$ cat src/hw/rtl/mexp_pkg.sv
// ----------------------------------------------------------------------------
// mexp_pkg
// shared types and constants for the modular exponentiation block
// ----------------------------------------------------------------------------
package mexp_pkg;

    // width of every payload port
    localparam int FIELD_W = 32;

    // sequencer states, one-hot
    typedef enum logic [5:0] {
        ST_IDLE   = 6'b000001,
        ST_REDUCE = 6'b000010,
        ST_SCAN   = 6'b000100,
        ST_MUL    = 6'b001000,
        ST_SQR    = 6'b010000,
        ST_FIN    = 6'b100000
    } state_t;

    // commands from the controller to the datapath
    typedef struct packed {
        logic load;      // capture a new word, start base reduction
        logic mul_init;  // clear product, load multiplier operands
        logic sqr_sel;   // with mul_init: multiplicand is run instead of acc
        logic step;      // one bit step of the shared unit
        logic reduce;    // with step: restoring remainder instead of mod-mul
        logic acc_wr;    // accumulator takes the step result
        logic run_wr;    // running power takes the step result
        logic exp_shift; // drop the exponent lsb
        logic out_load;  // output register takes the accumulator
    } ctrl_cmd_t;

    // status from the datapath to the controller
    typedef struct packed {
        logic exp_zero;  // exponent fully consumed
        logic exp_lsb;   // current exponent bit
        logic exp_last;  // only the lsb may still be set
    } dp_status_t;

endpackage

$ cat src/hw/rtl/mexp_dp.sv
// ----------------------------------------------------------------------------
// mexp_dp
// operand registers and the shared bit-serial modular multiply / reduce unit
// ----------------------------------------------------------------------------
module mexp_dp #(
    parameter int WIDTH = 32
) (
    input  logic                         clk,
    input  mexp_pkg::ctrl_cmd_t          cmd,
    output mexp_pkg::dp_status_t         status,
    input  logic [mexp_pkg::FIELD_W-1:0] base_value,
    input  logic [mexp_pkg::FIELD_W-1:0] exponent_value,
    input  logic [mexp_pkg::FIELD_W-1:0] modulus_value,
    output logic [mexp_pkg::FIELD_W-1:0] power_residue
);
    import mexp_pkg::*;

    logic [WIDTH-1:0] base_w;
    logic [WIDTH-1:0] exp_w;
    logic [WIDTH-1:0] mod_w;

    logic [WIDTH-1:0] acc_reg;
    logic [WIDTH-1:0] run_reg;
    logic [WIDTH-1:0] exp_reg;
    logic [WIDTH:0]   mod_reg;   // zero modulus held as 2^WIDTH
    logic [WIDTH-1:0] p_reg;
    logic [WIDTH-1:0] a_reg;
    logic [WIDTH-1:0] b_reg;
    logic [WIDTH-1:0] out_reg;

    logic [WIDTH:0]   red_sum;
    logic [WIDTH:0]   red_res;
    logic [WIDTH-1:0] dbl_val;
    logic [WIDTH-1:0] mul_val;
    logic [WIDTH-1:0] p_next;

    // (x + y) mod m for x, y below m
    function automatic logic [WIDTH-1:0] add_mod(
        input logic [WIDTH-1:0] x,
        input logic [WIDTH-1:0] y,
        input logic [WIDTH:0]   m
    );
        logic [WIDTH:0] s;
        s = {1'b0, x} + {1'b0, y};
        if (s >= m)
        begin
            s = s - m;
        end
        return s[WIDTH-1:0];
    endfunction

    assign base_w = WIDTH'(base_value);
    assign exp_w  = WIDTH'(exponent_value);
    assign mod_w  = WIDTH'(modulus_value);

    // restoring remainder step, base bits enter msb first
    assign red_sum = {p_reg, b_reg[WIDTH-1]};
    assign red_res = (red_sum >= mod_reg) ? (red_sum - mod_reg) : red_sum;

    // double-and-add step, multiplier bits msb first
    assign dbl_val = add_mod(p_reg, p_reg, mod_reg);
    assign mul_val = b_reg[WIDTH-1] ? add_mod(dbl_val, a_reg, mod_reg) : dbl_val;

    assign p_next = cmd.reduce ? red_res[WIDTH-1:0] : mul_val;

    always_ff @(posedge clk)
    begin
        if (cmd.load)
        begin
            exp_reg <= exp_w;
            mod_reg <= (mod_w == '0) ? {1'b1, {WIDTH{1'b0}}} : {1'b0, mod_w};
            acc_reg <= ((mod_w == {{(WIDTH-1){1'b0}}, 1'b1}) && (exp_w != '0))
                       ? '0 : {{(WIDTH-1){1'b0}}, 1'b1};
            p_reg   <= '0;
            b_reg   <= base_w;
        end
        else if (cmd.mul_init)
        begin
            p_reg <= '0;
            a_reg <= cmd.sqr_sel ? run_reg : acc_reg;
            b_reg <= run_reg;
        end
        else if (cmd.step)
        begin
            p_reg <= p_next;
            b_reg <= {b_reg[WIDTH-2:0], 1'b0};
        end

        if (cmd.acc_wr)
        begin
            acc_reg <= p_next;
        end
        if (cmd.run_wr)
        begin
            run_reg <= p_next;
        end
        if (cmd.exp_shift)
        begin
            exp_reg <= {1'b0, exp_reg[WIDTH-1:1]};
        end
        if (cmd.out_load)
        begin
            out_reg <= acc_reg;
        end
    end

    assign status.exp_zero = (exp_reg == '0);
    assign status.exp_lsb  = exp_reg[0];
    assign status.exp_last = (exp_reg[WIDTH-1:1] == '0);

    assign power_residue = FIELD_W'(out_reg);

endmodule

$ cat src/hw/rtl/mexp_ctrl.sv
// ----------------------------------------------------------------------------
// mexp_ctrl
// sequencer: steps the shared unit through reduction, multiplies and squares
// ----------------------------------------------------------------------------
module mexp_ctrl #(
    parameter int WIDTH = 32
) (
    input  logic                 clk,
    input  logic                 rst_n,
    input  logic                 in_valid,
    output logic                 in_ready,
    output logic                 out_valid,
    input  logic                 out_ready,
    input  mexp_pkg::dp_status_t status,
    output mexp_pkg::ctrl_cmd_t  cmd
);
    import mexp_pkg::*;

    localparam int CW = $clog2(WIDTH);
    localparam logic [CW-1:0] CNT_TOP = CW'(WIDTH - 1);

    state_t          state_reg;
    state_t          state_next;
    logic [CW-1:0]   cnt_reg;
    logic [CW-1:0]   cnt_next;
    logic            out_valid_reg;
    logic            out_valid_next;
    logic            cnt_last;

    assign cnt_last  = (cnt_reg == '0);
    assign in_ready  = (state_reg == ST_IDLE);
    assign out_valid = out_valid_reg;

    always_comb
    begin
        cmd            = '0;
        state_next     = state_reg;
        cnt_next       = cnt_reg;
        out_valid_next = out_valid_reg && !out_ready;

        unique case (state_reg)
            ST_IDLE:
            begin
                if (in_valid)
                begin
                    cmd.load   = 1'b1;
                    cnt_next   = CNT_TOP;
                    state_next = ST_REDUCE;
                end
            end
            ST_REDUCE:
            begin
                cmd.step   = 1'b1;
                cmd.reduce = 1'b1;
                cnt_next   = cnt_reg - 1'b1;
                if (cnt_last)
                begin
                    cmd.run_wr = 1'b1;
                    state_next = ST_SCAN;
                end
            end
            ST_SCAN:
            begin
                if (status.exp_zero)
                begin
                    state_next = ST_FIN;
                end
                else
                begin
                    cmd.mul_init = 1'b1;
                    cmd.sqr_sel  = !status.exp_lsb;
                    cnt_next     = CNT_TOP;
                    state_next   = status.exp_lsb ? ST_MUL : ST_SQR;
                end
            end
            ST_MUL:
            begin
                cmd.step = 1'b1;
                cnt_next = cnt_reg - 1'b1;
                if (cnt_last)
                begin
                    cmd.acc_wr = 1'b1;
                    if (status.exp_last)
                    begin
                        // last set bit: the final square is never used
                        cmd.exp_shift = 1'b1;
                        state_next    = ST_FIN;
                    end
                    else
                    begin
                        cmd.mul_init = 1'b1;
                        cmd.sqr_sel  = 1'b1;
                        cnt_next     = CNT_TOP;
                        state_next   = ST_SQR;
                    end
                end
            end
            ST_SQR:
            begin
                cmd.step = 1'b1;
                cnt_next = cnt_reg - 1'b1;
                if (cnt_last)
                begin
                    cmd.run_wr    = 1'b1;
                    cmd.exp_shift = 1'b1;
                    state_next    = ST_SCAN;
                end
            end
            ST_FIN:
            begin
                if (!out_valid_reg || out_ready)
                begin
                    cmd.out_load   = 1'b1;
                    out_valid_next = 1'b1;
                    state_next     = ST_IDLE;
                end
            end
            default:
            begin
                state_next = ST_IDLE;
            end
        endcase
    end

    always_ff @(posedge clk or negedge rst_n)
    begin
        if (!rst_n)
        begin
            state_reg     <= ST_IDLE;
            cnt_reg       <= '0;
            out_valid_reg <= 1'b0;
        end
        else
        begin
            state_reg     <= state_next;
            cnt_reg       <= cnt_next;
            out_valid_reg <= out_valid_next;
        end
    end

endmodule

$ cat src/hw/rtl/modular_exponentiation.sv
// ----------------------------------------------------------------------------
// modular_exponentiation
// base ^ exponent mod modulus, right-to-left binary scan of the exponent
// ----------------------------------------------------------------------------
//  channel | handshake            | payload
//  --------+----------------------+-------------------------------------------
//  in      | in_valid / in_ready  | base_value, exponent_value, modulus_value
//  out     | out_valid / out_ready| power_residue
//
//  one word in, one word out; a new input word is taken only in the idle
//  state; the word is loaded, the base reduced, then per exponent bit up
//  to the top set bit come a scan step, a multiply when the bit is set
//  and a square (the top square is skipped), then the output is loaded;
//  all steps use the single shared bit-serial multiply/reduce unit,
//  one multiplier bit per cycle
//  reset clears the sequencer and the output valid; no clearing pass
//  a stalled output only holds the finished word; the next input word is
//  taken meanwhile and is held in the final state until the output frees
// ----------------------------------------------------------------------------
module modular_exponentiation #(
    parameter int WIDTH = 32
) (
    input  logic                         clk,
    input  logic                         rst_n,
    input  logic                         in_valid,
    output logic                         in_ready,
    input  logic [mexp_pkg::FIELD_W-1:0] base_value,
    input  logic [mexp_pkg::FIELD_W-1:0] exponent_value,
    input  logic [mexp_pkg::FIELD_W-1:0] modulus_value,
    output logic                         out_valid,
    input  logic                         out_ready,
    output logic [mexp_pkg::FIELD_W-1:0] power_residue
);
    import mexp_pkg::*;

    // command and status between sequencer and datapath
    ctrl_cmd_t  cmd;
    dp_status_t status;

    // sequencer: state, bit counter, output valid
    mexp_ctrl #(
        .WIDTH (WIDTH)
    ) u_ctrl (
        .clk       (clk),
        .rst_n     (rst_n),
        .in_valid  (in_valid),
        .in_ready  (in_ready),
        .out_valid (out_valid),
        .out_ready (out_ready),
        .status    (status),
        .cmd       (cmd)
    );

    // datapath: acc, running power, exponent shifter, shared mod-mul unit
    // a zero modulus is kept as 2^WIDTH so products simply wrap
    mexp_dp #(
        .WIDTH (WIDTH)
    ) u_dp (
        .clk            (clk),
        .cmd            (cmd),
        .status         (status),
        .base_value     (base_value),
        .exponent_value (exponent_value),
        .modulus_value  (modulus_value),
        .power_residue  (power_residue)
    );

endmodule

$ cat config.mk
export PLATFORM = sky130hd
export DESIGN_NAME = modular_exponentiation
export DESIGN_NICKNAME = d
export VERILOG_FILES = /design/src/hw/rtl/mexp_pkg.sv /design/src/hw/rtl/mexp_dp.sv /design/src/hw/rtl/mexp_ctrl.sv /design/src/hw/rtl/modular_exponentiation.sv
export SDC_FILE = /design/constraint.sdc
export NUM_CORES = 1
export LEC_CHECK = 0
export BUFFER_PORTS_ARGS = -buffer_cell sky130_fd_sc_hd__buf_2
export CORE_UTILIZATION = 60
export CTS_CLUSTER_DIAMETER = 40
export DETAILED_ROUTE_END_ITERATION = 7
export PLACE_DENSITY_LB_ADDON = 0.3
export SLEW_MARGIN = 10
export SYNTH_ARGS = -nofsm -noshare
export SYNTH_HDL_FRONTEND = slang
export SYNTH_SLANG_ARGS = --single-unit
$ cat constraint.sdc
create_clock -name clk -period 10.4 [get_ports clk]
set_clock_uncertainty 0.05 [all_clocks]
set_input_delay 0 -clock clk [delete_from_list [all_inputs] [get_ports clk]]
set_output_delay 0 -clock clk [all_outputs]
set_load 0.02 [all_outputs]
# Word-level counts from Yosys, hierarchy flattened
# Cells that the tools add are included.
[totals] latch_bits=0 output_inout_bits=34 mem_bits_ro=0 wordCells=103 n_memories=0 inputBits=100 reg_bits=269 ramBits=0
[op_classes] n_addsub=6 eq_ne=12 multipliers=0 bitwise_logic=1 shifts=0 div_mod_pow=0 n_mux=47 magnitude_cmp=3 n_reduce_logical=21
[ops] operator="$mux W32" n=11
[ops] operator="$ge A33 B33 Y1" n=3
[ops] operator="$sub A32 B32 Y32" n=3
[ops] operator="$add A32 B32 Y33" n=2
[ops] operator="$logic_not A32 Y1" n=2
[ops] operator="$mux W31" n=2
[ops] operator="$mux W6" n=6
[ops] operator="$mux W33" n=1
[ops] operator="$eq A32 B1 Y1 const B" n=1
[ops] operator="$reduce_bool A32 Y1" n=1
[ops] operator="$logic_not A31 Y1" n=1
[ops] operator="$pmux W6 S5" n=1
[ops] operator="$mux W5" n=5
[ops] operator="$pmux W5 S4" n=1
[ops] operator="$mux W1" n=13
[ops] operator="$mux W2" n=4
[ops] operator="$eq A6 B1 Y1 const B" n=1
[ops] operator="$eq A6 B2 Y1 const B" n=1
[ops] operator="$eq A6 B3 Y1 const B" n=1
[ops] operator="$eq A6 B4 Y1 const B" n=1
[ops] operator="$eq A6 B5 Y1 const B" n=1
[ops] operator="$eq A6 B6 Y1 const B" n=1
[ops] operator="$ne A2 B1 Y1 const B" n=3
[ops] operator="$logic_not A5 Y1" n=1
[ops] operator="other kinds (16)" n=23

# Depth between registers and ports, before layout
# Gate-level depths: netlist of run 1.
[depth] depth_word=9 ltp_mapped=37 ltp_nobuf=30

# By module
# A second synthesis of run 1 with hierarchy kept.
[unflattened] hier_cells=2053 hier_area_um2=19256.0
[modules_own_cells] module="mexp_dp" seq_area_each_um2=7387.1 instances=1 cells_per_inst=1968 area_per_inst_um2=18471.5
[modules_own_cells] module="mexp_ctrl" seq_area_each_um2=301.5 instances=1 cells_per_inst=85 area_per_inst_um2=784.5

# Worst setup path before layout of run 1
# No wires, ideal clock.
[synth_timing] path_type="register to register" start="register u_dp.mod_reg[27]" end="register u_dp.acc_reg[15], data pin" path_stages_with_launch=36 required_time_ns=10.085 path_buffers=8 period_less_slack_ns=7.066 setup_ns=0.265 path_slack_ns=3.334 arrival_ns=6.751 cell_sequence="edfxtp_1 -> inv_1 -> ha_1 -> buf_4 -> and4_1 -> buf_4 -> nand4_2 -> or4_4 -> o32ai_2 -> nor3_2 -> buf_6 -> buf_2 -> nand2_1 -> o21ai_1 -> ha_1 -> clkbuf_1 -> and4_1 -> nand2_1 -> a21oi_1 -> nor2_1 -> o31ai_2 -> a221o_1 -> xor2_1 -> ha_1 -> buf_2 -> a21oi_1 -> o21ai_0 -> a21oi_1 -> o21ai_0 -> o31ai_1 -> and2_1 -> buf_2 -> buf_1 -> o211ai_1 -> a31oi_1 -> nor2_1"
[synth_between] elab_chain_cells=8 elab_cells_between_ends=12 classes_between="add/sub: 3; order compare: 3; mux: 6"
[synth_rtl] item="start: declaration" line_no="mexp_dp.sv:25" rtl="logic [WIDTH:0] mod_reg;"
[synth_rtl] item="start signal: assignment" line_no="mexp_dp.sv:71" rtl="mod_reg <= (mod_w == '0) ? {1'b1, {WIDTH{1'b0}}} : {1'b0, mod_w};"
[synth_rtl] item="$ge A33 B33 Y1 or $sub A32 B32 Y32 (tied branches)" line_no="mexp_dp.sv:45, mexp_dp.sv:47"
[synth_rtl] item="$mux W32" line_no="mexp_dp.sv:45" rtl="if (s >= m)"
[synth_rtl] item="$add A32 B32 Y33" line_no="mexp_dp.sv:44" rtl="s = {1'b0, x} + {1'b0, y};"
[synth_rtl] item="$sub A32 B32 Y32 or $ge A33 B33 Y1 (tied branches)" line_no="mexp_dp.sv:47, mexp_dp.sv:45"
[synth_rtl] item="$mux W32" line_no="mexp_dp.sv:45"
[synth_rtl] item="$mux W32" line_no="mexp_dp.sv:62" rtl="assign mul_val = b_reg[WIDTH-1] ? add_mod(dbl_val, a_reg, mod_reg) : dbl_val;"
[synth_rtl] item="$mux W32 (*)" line_no="mexp_dp.sv:64" rtl="assign p_next = cmd.reduce ? red_res[WIDTH-1:0] : mul_val;"
[synth_rtl] item="$mux W32 (*)" line_no="mexp_dp.sv:89" rtl="if (cmd.acc_wr)"
[synth_rtl] item="end signal: assignment" line_no="mexp_dp.sv:72" rtl="acc_reg <= ((mod_w == {{(WIDTH-1){1'b0}}, 1'b1}) && (exp_w != '0))"
[synth_rtl] item="end signal: assignment" line_no="mexp_dp.sv:91" rtl="acc_reg <= p_next;"
[synth_rtl] item="end: declaration" line_no="mexp_dp.sv:22" rtl="logic [WIDTH-1:0] acc_reg;"
# Every way passes the cells marked *; elsewhere a longest branch is shown, timed or not.
# A chain may end at the register's enable or synchronous reset.

# Worst setup path after layout of run 1
[layout_timing] start="register u_dp.mod_reg[25]" end="register u_dp.acc_reg[18], data pin"
[layout_between] elab_chain_cells=8 elab_cells_between_ends=12 classes_between="add/sub: 3; order compare: 3; mux: 6"
[layout_rtl] item="$ge A33 B33 Y1 or $sub A32 B32 Y32 (tied branches)" line_no="mexp_dp.sv:45, mexp_dp.sv:47"
[layout_rtl] item="$mux W32" line_no="mexp_dp.sv:45"
[layout_rtl] item="$add A32 B32 Y33" line_no="mexp_dp.sv:44"
[layout_rtl] item="$sub A32 B32 Y32 or $ge A33 B33 Y1 (tied branches)" line_no="mexp_dp.sv:47, mexp_dp.sv:45"
[layout_rtl] item="$mux W32" line_no="mexp_dp.sv:45"
[layout_rtl] item="$mux W32" line_no="mexp_dp.sv:62"
[layout_rtl] item="$mux W32 (*)" line_no="mexp_dp.sv:64"
[layout_rtl] item="via u_dp.p_next[18]" line_no="mexp_dp.sv:35" rtl="logic [WIDTH-1:0] p_next;"
[layout_rtl] item="$mux W32 (*)" line_no="mexp_dp.sv:89"
# Mark *: on every way through the listed nets, which the timed path passes. The rest lies on a longest branch.

==> reports/metrics.csv, run 1 <==
stage;metric;value;unit
sta;min_period;9.73;ns
yosys;synth_edf_count;224;
critical_path;critPathBufInv;2;
critical_path;worstSetupEndpointType;flop;
critical_path;cpMaxStageDelayCell;and2_1;
die;die_y;176;µm
layout;layout.cells.non_filler;2518;
yosys;ys_seq_elements;269;
route;drt-met1-wl;26.5;mm
clock_tree;cts_root_buffer;clkbuf_16;
critical_path;reg2reg_from;u_dp.mod_reg[25];
clock_tree;clkLatencyLatePin;0.55;ns
die;core;29800;µm²
yosys;netlist_area;18300;µm²
die;rows;63;
global_routing;gr-total-overflow;0;
clock_tree;cts_tree;yes;
yosys;syn-num-nets;2127;
yosys;synthTopCellsByArea;edfxtp_1 37%, ha_1 6.8%, a21oi_1 4.8%;
global_routing;antenna_found_initial;2;
yosys;synth_common_cells;224 x edfxtp_1, 184 x nand2_1, 177 x a21oi_1;
sta;layout_setup_ws;0.667;ns
die;die-area;31200;µm²
critical_path;slowest_delay;0.91;ns
critical_path;crit_family;compound AO/OA/AOI/OAI gates;
hold_path;hold_class;in2reg;
flow_run;max_cap_viol_count;0;
yosys;synth_flop_cell;edfxtp_1;
critical_path;path_max_fanout;28;
clock_tree;post_cts_buffers;0;
sta;max_freq;103;MHz
global_routing;first_global_vias;16000;
layout;nets;2299;
layout;largest_reg_flops;33;
clock_tree;path_clk_slew;0.06;ns
die;die_w;176;µm
route;first_pass_iters;6;
critical_path;required;10.64;ns
clock_tree;clock_sink_count;269;
layout;multi_input_area;9670;µm²
placed_design;portBuffers;133;
sta;hold_viol;0;
yosys;synth.largest_area_cell;edfxtp_1;
layout;area_growth;17.4;%
sta;setup_viol;0;
yosys;post-synth-top-count-cell;edfxtp_1;
yosys;async_reset_ff_share;4.46;%
critical_path;arrival;9.97;ns
route;routed-wl-met3;8.01;mm
clock_tree;cts_made_buffers;39;
route;drt_wl_total;66.3;mm
outcome;status;finished clean;
critical_path;crit_type;reg2reg;
layout;register_area;7690;µm²
sta;rsz0062_at_grt;false;
placed_design;dp_hpwl;47.3;mm
global_routing;grt_usage;41.9;%
route;drcViolationCount;0;
die;start_util;61.3;%
route;vias;17000;
yosys;synth_cell_type_count;81;
sta;worst_pin_slew;1.22;ns
yosys;synth_cells;1923;
route;drt-initial-drc-count;2647;
sta;tns;0;ns
sta;relSlewSlack;18.1;%
global_routing;grt_max_degree;38;
critical_path;crit_path_start;u_dp.mod_reg[25];
route;top_layer;met5;
route;wl_per_cell;26.3;µm
critical_path;cp-start-kind;flop;
placed_design;dp_slack;1.02;ns
layout;drive_above_1_share;15.3;%
global_routing;grt_pass1_wl;96.5;mm
yosys;ys_seq_area_share;42.1;%
route;ant_nets;0;
sta;hold_slack;0.148;ns
placed_design;dp.cells;2342;
placed_design;gp_congestion;1.06;
yosys;syn_avg_cell_area;9.50;µm²
yosys;yosys.area.top_type_share;36.8;%
sta;fin_crit_sh;93.6;%
clock_tree;clk_path_buf_depth;3;
hold_path;min_from;modulus_value[11];
die;io_pins;134;
clock_tree;htreeDepth;2;
sta;slew_violations;0;
route;via_per_inst;6.75;
layout;fillers;2061;
route;dr_wl_met2;29.8;mm
yosys;ys_warn_count;0;
[path summary, 6_finish.rpt]
path	endpoint	slack [ns]	depth (start not counted)
worst max-delay path	u_dp.acc_reg[18]	0.67	29
worst min-delay path	u_dp.mod_reg[11]	0.15	2
worst max register to register	u_dp.acc_reg[18]	0.67	29
worst min register to register	u_dp.power_residue[21]	0.40	0
max in group asynchronous	u_ctrl.state_reg[1]	8.78	4
min in group asynchronous	u_ctrl.state_reg[0]	0.54	3
[cells in the final DEF, fill, tap and decap left out, drive strengths merged, types with 19 or more instances in the layout]
cell type	n
inv	111
a21o	33
xnor2	63
clkbuf	45
nor3	23
nor2	122
edfxtp	224
dlygate4sd3	102
and2	19
nand2	184
o21ai	139
ha	100
nor4	29
mux2	74
nand4	31
nor2b	40
dfxtp	33
nand3	30
buf	159
a21oi	177
o211ai	25
a221o	37
o21a	19
xor2	53
[cells by family (layout without fill, tap and decap cells)]
logic type / Yosys count / count (layout) / synth area share [%]
buffers and inverters: 231 / 433 / 5.08
flip-flops: 269 / 269 / 42.1
AND/OR/NAND/NOR: 543 / 543 / 14.4
AO/OA/AOI/OAI: 572 / 572 / 20.3
multiplexers: 88 / 88 / 5.35
other: 0 / 3 / 0
adder cells (fa/ha/maj): 104 / 104 / 7.29
XOR/XNOR: 116 / 116 / 5.56
[final cells by class]
type / count / share of cell area, %
timing repair buffer: 261 / 8.77
sequential: 269 / 35.8
multi-input combinational: 1423 / 45.1
tap: 390 / 2.27
clock buffer: 45 / 4.70
clock inverter: 26 / 1.52
antenna: 3 / 0.0350
inverter: 101 / 1.77
[metrics by stage]
step | instance area [µm²] | utilization (%)
3_5_place_dp | 19100 | 64.1
2_1_floorplan | 18300 | -
6_report | 21500 | 72.0
3_3_place_gp | 19100 | 64.1
5_1_grt | 21400 | 72.0
4_1_cts | 21400 | 72.0
[metal layers]
layer	global-route usage, %	vias up
met5	0	-
met4	12.1	2
met2	66.5	1330
li1	-	7462
met3	8.29	189
met1	58.1	8002
[what timing repair did]
action | CTS | global route
resized for setup | 0 | 0
hold buffers | 102 | 0
hold endpoints to repair | 115 | 0
Power of run 1 is left out: the tool's default activity adds up to more than one toggle a clock period on the data nets, which glitch-free logic cannot reach.
==> run 2, diff against run 1 <==
- CORE_MARGIN: unset -> 4
- CTS_BUF_LIST: unset -> sky130_fd_sc_hd__clkbuf_8 sky130_fd_sc_hd__clkbuf_16
- SETUP_SLACK_MARGIN: unset -> 0.05
==> run 2 against run 1 <==
Compared with the run above: largest cell class unchanged; count of clock-buffer cells in the layout fell by 5; utilization decreased by 0.29 points; cell count decreased by 0.12%; critical path depth rose by 1; highest routed layer is now met4; critical endpoint is now u_dp.acc_reg[3]; hold slack better by 0.0035 ns; flip-flop and latch count did not move; non-clock buffer count is 1 higher; cell area down 0.14%; global-route usage fell by 3.3 points.
==> reports/metrics.csv, run 2 (same netlist as run 1, synthesis figures left out) <==
stage;metric;value;unit;change
critical_path;arrival;9.84;ns;-0.13 ns
placed_design;portBuffers;133;;unchanged
sta;tns;0;ns;unchanged
global_routing;gr-total-overflow;0;;unchanged
die;start_util;61.2;%;-0.16 points
route;wl_per_cell;26.3;µm;about the same
route;first_pass_iters;7;;+1
sta;hold_viol;0;;unchanged
layout;area_growth;17.3;%;
layout;final_util;71.7;%;-0.29 points
critical_path;critPathBufInv;4;;+2
global_routing;first_global_vias;16200;;+1.5%
layout;fillers;2069;;+0.39%
route;drcViolationCount;0;;unchanged
layout;multi_input_area;9690;µm²;+0.14%
sta;relSlewSlack;13.8;%;-4.3 points
clock_tree;cts_made_buffers;38;;-2.6%
clock_tree;path_clk_slew;0.07;ns;about the same
die;die-area;33300;µm²;+6.9%
critical_path;crit_type;reg2reg;;
hold_path;hold_class;in2reg;;
layout;register_area;7690;µm²;unchanged
route;ant_nets;0;;unchanged
clock_tree;clk_path_buf_depth;3;;unchanged
route;via_per_inst;6.77;;+0.29%
critical_path;cpMaxStageDelayCell;o31ai_1;;
clock_tree;clock_sink_count;269;;unchanged
outcome;status;finished clean;;
critical_path;path_depth;30;;+3.4%
sta;hold_slack;0.152;ns;+0.00353 ns
critical_path;path_common_cell;a21oi_1;;
clock_tree;cts_resized;0;;unchanged
sta;worst_pin_slew;1.29;ns;+0.0767 ns
sta;min_period;9.62;ns;-0.110 ns
critical_path;cp-start-kind;flop;;
clock_tree;cts_root_buffer;clkbuf_16;;
layout;mostFrequentLayoutCell;edfxtp_1;;
critical_path;path_max_fanout;15;;-46%
critical_path;worstSetupEndpointType;flop;;
hold_path;whs_path_depth;2;;unchanged
critical_path;r2r_cells;30;;+3.4%
sta;fin_crit_sh;92.5;%;-1.1 points
layout;nets;2299;;unchanged
layout;layout_common_cells;224 x edfxtp_1, 183 x nand2_1, 176 x a21oi_1;;
critical_path;required;10.62;ns;-0.02 ns
placed_design;dp_hpwl;46.2;mm;-2.2%
route;drt_wl_total;66.2;mm;-0.19%
critical_path;slowest_delay;0.64;ns;-0.27 ns
clock_tree;cts_tree;yes;;
flow_run;max_cap_viol_count;0;;unchanged
sta;setup_viol;0;;unchanged
layout;drive_above_1_share;15.3;%;unchanged
sta;slew_violations;0;;unchanged
global_routing;antenna_found_initial;0;;-2
placed_design;dp_slack;1.20;ns;+0.181 ns
layout;antenna_cells;0;;-3
clock_tree;htreeDepth;2;;unchanged
die;rows;63;;unchanged
global_routing;grt_pass1_wl;99.0;mm;+2.5%
route;vias;17000;;+0.17%
global_routing;grt_usage;38.6;%;-3.3 points
sta;rsz0062_at_grt;false;;
critical_path;crit_family;compound AO/OA/AOI/OAI gates;;
global_routing;grt_max_degree;68;;+79%
die;die_w;182;µm;+3.4%
die;die_y;182;µm;+3.4%
layout;largest_reg_flops;33;;unchanged
sta;max_freq;104;MHz;+1.1%
sta;layout_setup_ws;0.777;ns;+0.110 ns
placed_design;gp_congestion;0.999;;-5.5%
route;drt-initial-drc-count;2727;;+3.0%
clock_tree;clkLatencyLatePin;0.54;ns;about the same
die;core;29900;µm²;+0.26%
die;io_pins;134;;unchanged
run 2: changes by cell type in the layout (fill, tap and decap cells not counted), sizes merged:
cell,delta
bufinv,-1
clkbuf,-5
clkinv,+1
clkinvlp,-1
diode,-3
dlygate4sd3,+1
inv,+5
run 2: repair_timing:
action	CTS	global route
setup buffers	0	0
hold endpoints to repair	115	0
setup endpoints to repair	0	0
hold buffers	103	0
run 2: final timing paths:
kind	startpoint	to	slack [ns]
worst min-delay path	modulus_value[28]	u_dp.mod_reg[28]	0.15
worst max-delay path	u_dp.mod_reg[25]	u_dp.acc_reg[3]	0.78
worst max register to register	u_dp.mod_reg[25]	u_dp.acc_reg[3]	0.78
max in group asynchronous	rst_n	u_ctrl.state_reg[4]	8.79
min in group asynchronous	rst_n	u_ctrl.state_reg[0]	0.49
worst min register to register	u_dp.acc_reg[20]	u_dp.power_residue[20]	0.40
run 2: routing by layer:
| layer | up-vias | share of wire [%] | track usage, % |
|---|---|---|---|
| li1 | 7474 | - | - |
| met1 | 8075 | 39 | 53.8 |
| met2 | 1316 | 46 | 62.4 |
| met3 | 149 | 12 | 7.83 |
| met4 | 0 | 2.9 | 9.73 |
| met5 | - | 0 | 0 |
run 2: cell type report:
class	count	area share, %
Clock inverter	30	1.39
Multi-Input combinational cell	1423	45.2
Sequential cell	269	35.9
Clock buffer	40	4.62
Timing Repair Buffer	262	8.83
Tap cell	390	2.28
Inverter	101	1.77
run 2: stage by stage:
step | cell area, µm² | cells
after floorplan | 18300 | 1923
after global placement | 19100 | 2342
final | 21400 | 2515
after CTS | 21400 | 2515
after global routing | 21400 | 2515
after detailed placement | 19100 | 2342
Power of run 2 is left out for the same reason.
==> run 3, diff against run 2 <==
- SYNTH_HIERARCHICAL: unset -> 1
==> run 3 against run 2 <==
Compared with the run above: hold slack got worse by 0.045 ns; die area is 5.2% higher; cell area rose by 4.1%; critical path depth shrank 6; critical endpoint is now u_dp/acc_reg[29]; critical path type unchanged.
==> reports/metrics.csv, run 3 <==
stage;metric;value;unit;change
critical_path;arrival;9.95;ns;+0.11 ns
sta;max_freq;105;MHz;+0.57%
sta;worst_pin_slew;1.18;ns;-0.110 ns
yosys;async_reset_ff_share;4.46;%;unchanged
die;die-area;35000;µm²;+5.2%
critical_path;r2r_cells;24;;-20%
yosys;syn_avg_cell_area;9.38;µm²;-1.3%
sta;fin_crit_sh;92.0;%;-0.52 points
critical_path;slowest_delay;1.03;ns;+0.39 ns
flow_run;max_cap_viol_count;0;;unchanged
clock_tree;cts_tree;yes;;
critical_path;cpMaxStageDelayCell;a2111oi_0;;
yosys;netlist_area;19300;µm²;+5.4%
critical_path;worstSetupEndpointType;flop;;
yosys;synth_edf_count;224;;unchanged
critical_path;path_max_fanout;19;;+4
layout;register_area;7690;µm²;unchanged
sta;setup_viol;0;;unchanged
yosys;ys_warn_count;6;;+6
die;rows;65;;+3.2%
critical_path;cp-start-kind;flop;;
global_routing;grt_pass1_wl;106;mm;+7.1%
global_routing;met1_usage;52.2;%;-1.6 points
global_routing;met2_usage;63.0;%;+0.56 points
placed_design;dp_hpwl;51.6;mm;+12%
layout;largest_reg_flops;33;;unchanged
clock_tree;clkLatencyLatePin;0.58;ns;+0.04 ns
sta;rsz0062_at_grt;false;;
critical_path;required;10.78;ns;+0.16 ns
critical_path;rrSetupSlack;0.83;ns;+0.05 ns
yosys;yosys.area.top_type_share;34.9;%;-1.9 points
layout;final_util;70.5;%;-1.2 points
clock_tree;clk_path_buf_depth;3;;unchanged
yosys;ys_seq_elements;269;;unchanged
sta;hold_viol;0;;unchanged
route;drt_wl_total;71.0;mm;+7.3%
global_routing;first_global_vias;17400;;+7.2%
route;ant_nets;0;;unchanged
yosys;synth_cell_type_count;96;;+19%
sta;slew_violations;0;;unchanged
placed_design;gp_congestion;1.10;;+9.9%
yosys;synth_flop_cell;edfxtp_1;;
sta;tns;0;ns;unchanged
yosys;ys_seq_area_share;39.9;%;-2.2 points
layout;drive_above_1_share;15.4;%;+0.050 points
yosys;synth_common_cells;224 x edfxtp_1, 174 x nand2_1, 154 x a21oi_1;;
layout;area_growth;15.9;%;
die;die_y;187;µm;+2.5%
placed_design;placed_area;20000;µm²;+4.5%
route;first_pass_iters;6;;-1
sta;min_period;9.57;ns;-0.0544 ns
clock_tree;cts_made_buffers;38;;unchanged
layout;fillers;2248;;+8.7%
route;vias;18100;;+6.2%
layout;design_area;22300;µm²;+4.1%
global_routing;grt_busiest_layer;met2;;
layout;antenna_cells;0;;unchanged
layout;nets;2411;;+4.9%
placed_design;portBuffers;133;;unchanged
critical_path;crit_end;u_dp/acc_reg[29];;
hold_path;hold_class;in2reg;;
layout;layout_common_cells;224 x edfxtp_1, 174 x nand2_1, 154 x a21oi_1;;
yosys;post-synth-top-count-cell;edfxtp_1;;
global_routing;grt_max_degree;64;;-5.9%
critical_path;path_common_cell;ha_1;;
yosys;syn-num-nets;2258;;+6.2%
sta;relSlewSlack;20.6;%;+6.8 points
die;io_pins;134;;unchanged
yosys;synth.largest_area_cell;edfxtp_1;;
outcome;status;finished clean;;
layout;mostFrequentLayoutCell;edfxtp_1;;
critical_path;crit_type;reg2reg;;
critical_path;worstPathCellList;ha_1 -> nand2_1 -> nor2_1 -> o211ai_1 -> a31oi_1 -> or2_1 -> buf_4 -> mux2i_1 -> inv_1 -> ha_1 -> a21oi_1 -> o211ai_1 -> a21boi_0 -> o221ai_1 -> a211oi_1 -> ha_1 -> nand2_1 -> nor3_1 -> nand3_1 -> a21o_1 -> a2111oi_0 -> a211oi_1 -> o22ai_1 -> and2_1;;
clock_tree;path_clk_slew;0.05;ns;-0.02 ns
global_routing;antenna_found_initial;1;;+1
critical_path;r2r-end;u_dp/acc_reg[29];;
critical_path;crit_path_start;u_dp/p_reg[14];;
global_routing;gr-total-overflow;0;;unchanged
route;drt-initial-drc-count;2493;;-8.6%
route;wl_per_cell;26.9;µm;+2.3%
critical_path;reg2reg_from;u_dp/p_reg[14];;
die;core;31600;µm²;+5.9%
clock_tree;clock_sink_count;269;;unchanged
route;drcViolationCount;0;;unchanged
global_routing;met3_usage;10.7;%;+2.8 points
route;via_per_inst;6.85;;+1.3%
clock_tree;htreeDepth;2;;unchanged
die;die_w;187;µm;+2.5%
clock_tree;cts_resized;0;;unchanged
yosys;synth_cells;2053;;+6.8%
die;start_util;60.9;%;-0.28 points
clock_tree;post_cts_buffers;0;;unchanged
clock_tree;hold_buffers;101;;-1.9%
layout;multi_input_area;10600;µm²;+9.4%
clock_tree;cts_root_buffer;clkbuf_16;;
global_routing;grt_usage;39.3;%;+0.67 points
yosys;synthTopCellsByArea;edfxtp_1 35%, ha_1 6.6%, mux2_2 4.4%;;
[run 3: kinds of logic after synthesis]
| kind of cell | synth area share [%] |
|---|---|
| simple gates | 15.0 |
| buf+inv | 5.16 |
| xor+xnor | 4.82 |
| fa+ha+maj | 6.98 |
| mux | 7.18 |
| compound gates | 20.9 |
| flops | 39.9 |
[run 3: layer usage]
| metal | share of wire [%] | routed length (µm) | up-vias |
|---|---|---|---|
| li1 | - | - | 7979 |
| met1 | 39 | 27700 | 8696 |
| met2 | 45 | 32300 | 1224 |
| met3 | 12 | 8460 | 167 |
| met4 | 3.6 | 2590 | 2 |
| met5 | 0.018 | 13 | - |
[run 3: layout make-up]
cell class / instances / share of cell area, %
Multi-Input combinational cell: 1545 / 47.5
Sequential cell: 269 / 34.5
Timing Repair Buffer: 253 / 8.15
Clock buffer: 39 / 4.32
Tap cell: 402 / 2.25
Inverter: 99 / 1.67
Clock inverter: 30 / 1.65
[run 3: worst min path at each step]
stage / start / cells past startpoint / to / slack (ns)
2_1_floorplan: rst_n / 0 / u_ctrl/cnt_reg[0] / -0.35
3_5_place_dp: rst_n / 1 / u_ctrl/state_reg[5] / -0.15
6_report: modulus_value[28] / 2 / u_dp/mod_reg[28] / 0.11
4_1_cts: modulus_value[29] / 2 / u_dp/mod_reg[29] / 0.09
3_3_place_gp: rst_n / 1 / u_ctrl/state_reg[5] / -0.16
5_1_grt: modulus_value[28] / 2 / u_dp/mod_reg[28] / 0.09
[run 3: critical path, delay by kind of cell (launching register included)]
kind | cells | cell delay, ns
buf+inv | 2 | 0.43
compound gates | 11 | 4.44
simple gates | 7 | 2.35
flops | 1 | 0.38
mux | 1 | 0.34
fa+ha+maj | 3 | 1.39
[run 3: through the flow]
stage	hold slack [ns]	instances	worst slack (ns)
finish	0.106	2637	0.831
CTS	0.0890	2637	1.34
detailed placement	-0.152	2467	1.42
global route	0.0942	2637	0.310
floorplan	-0.346	2053	3.81
global placement	-0.157	2467	1.50
Power of run 3 is left out for the same reason.
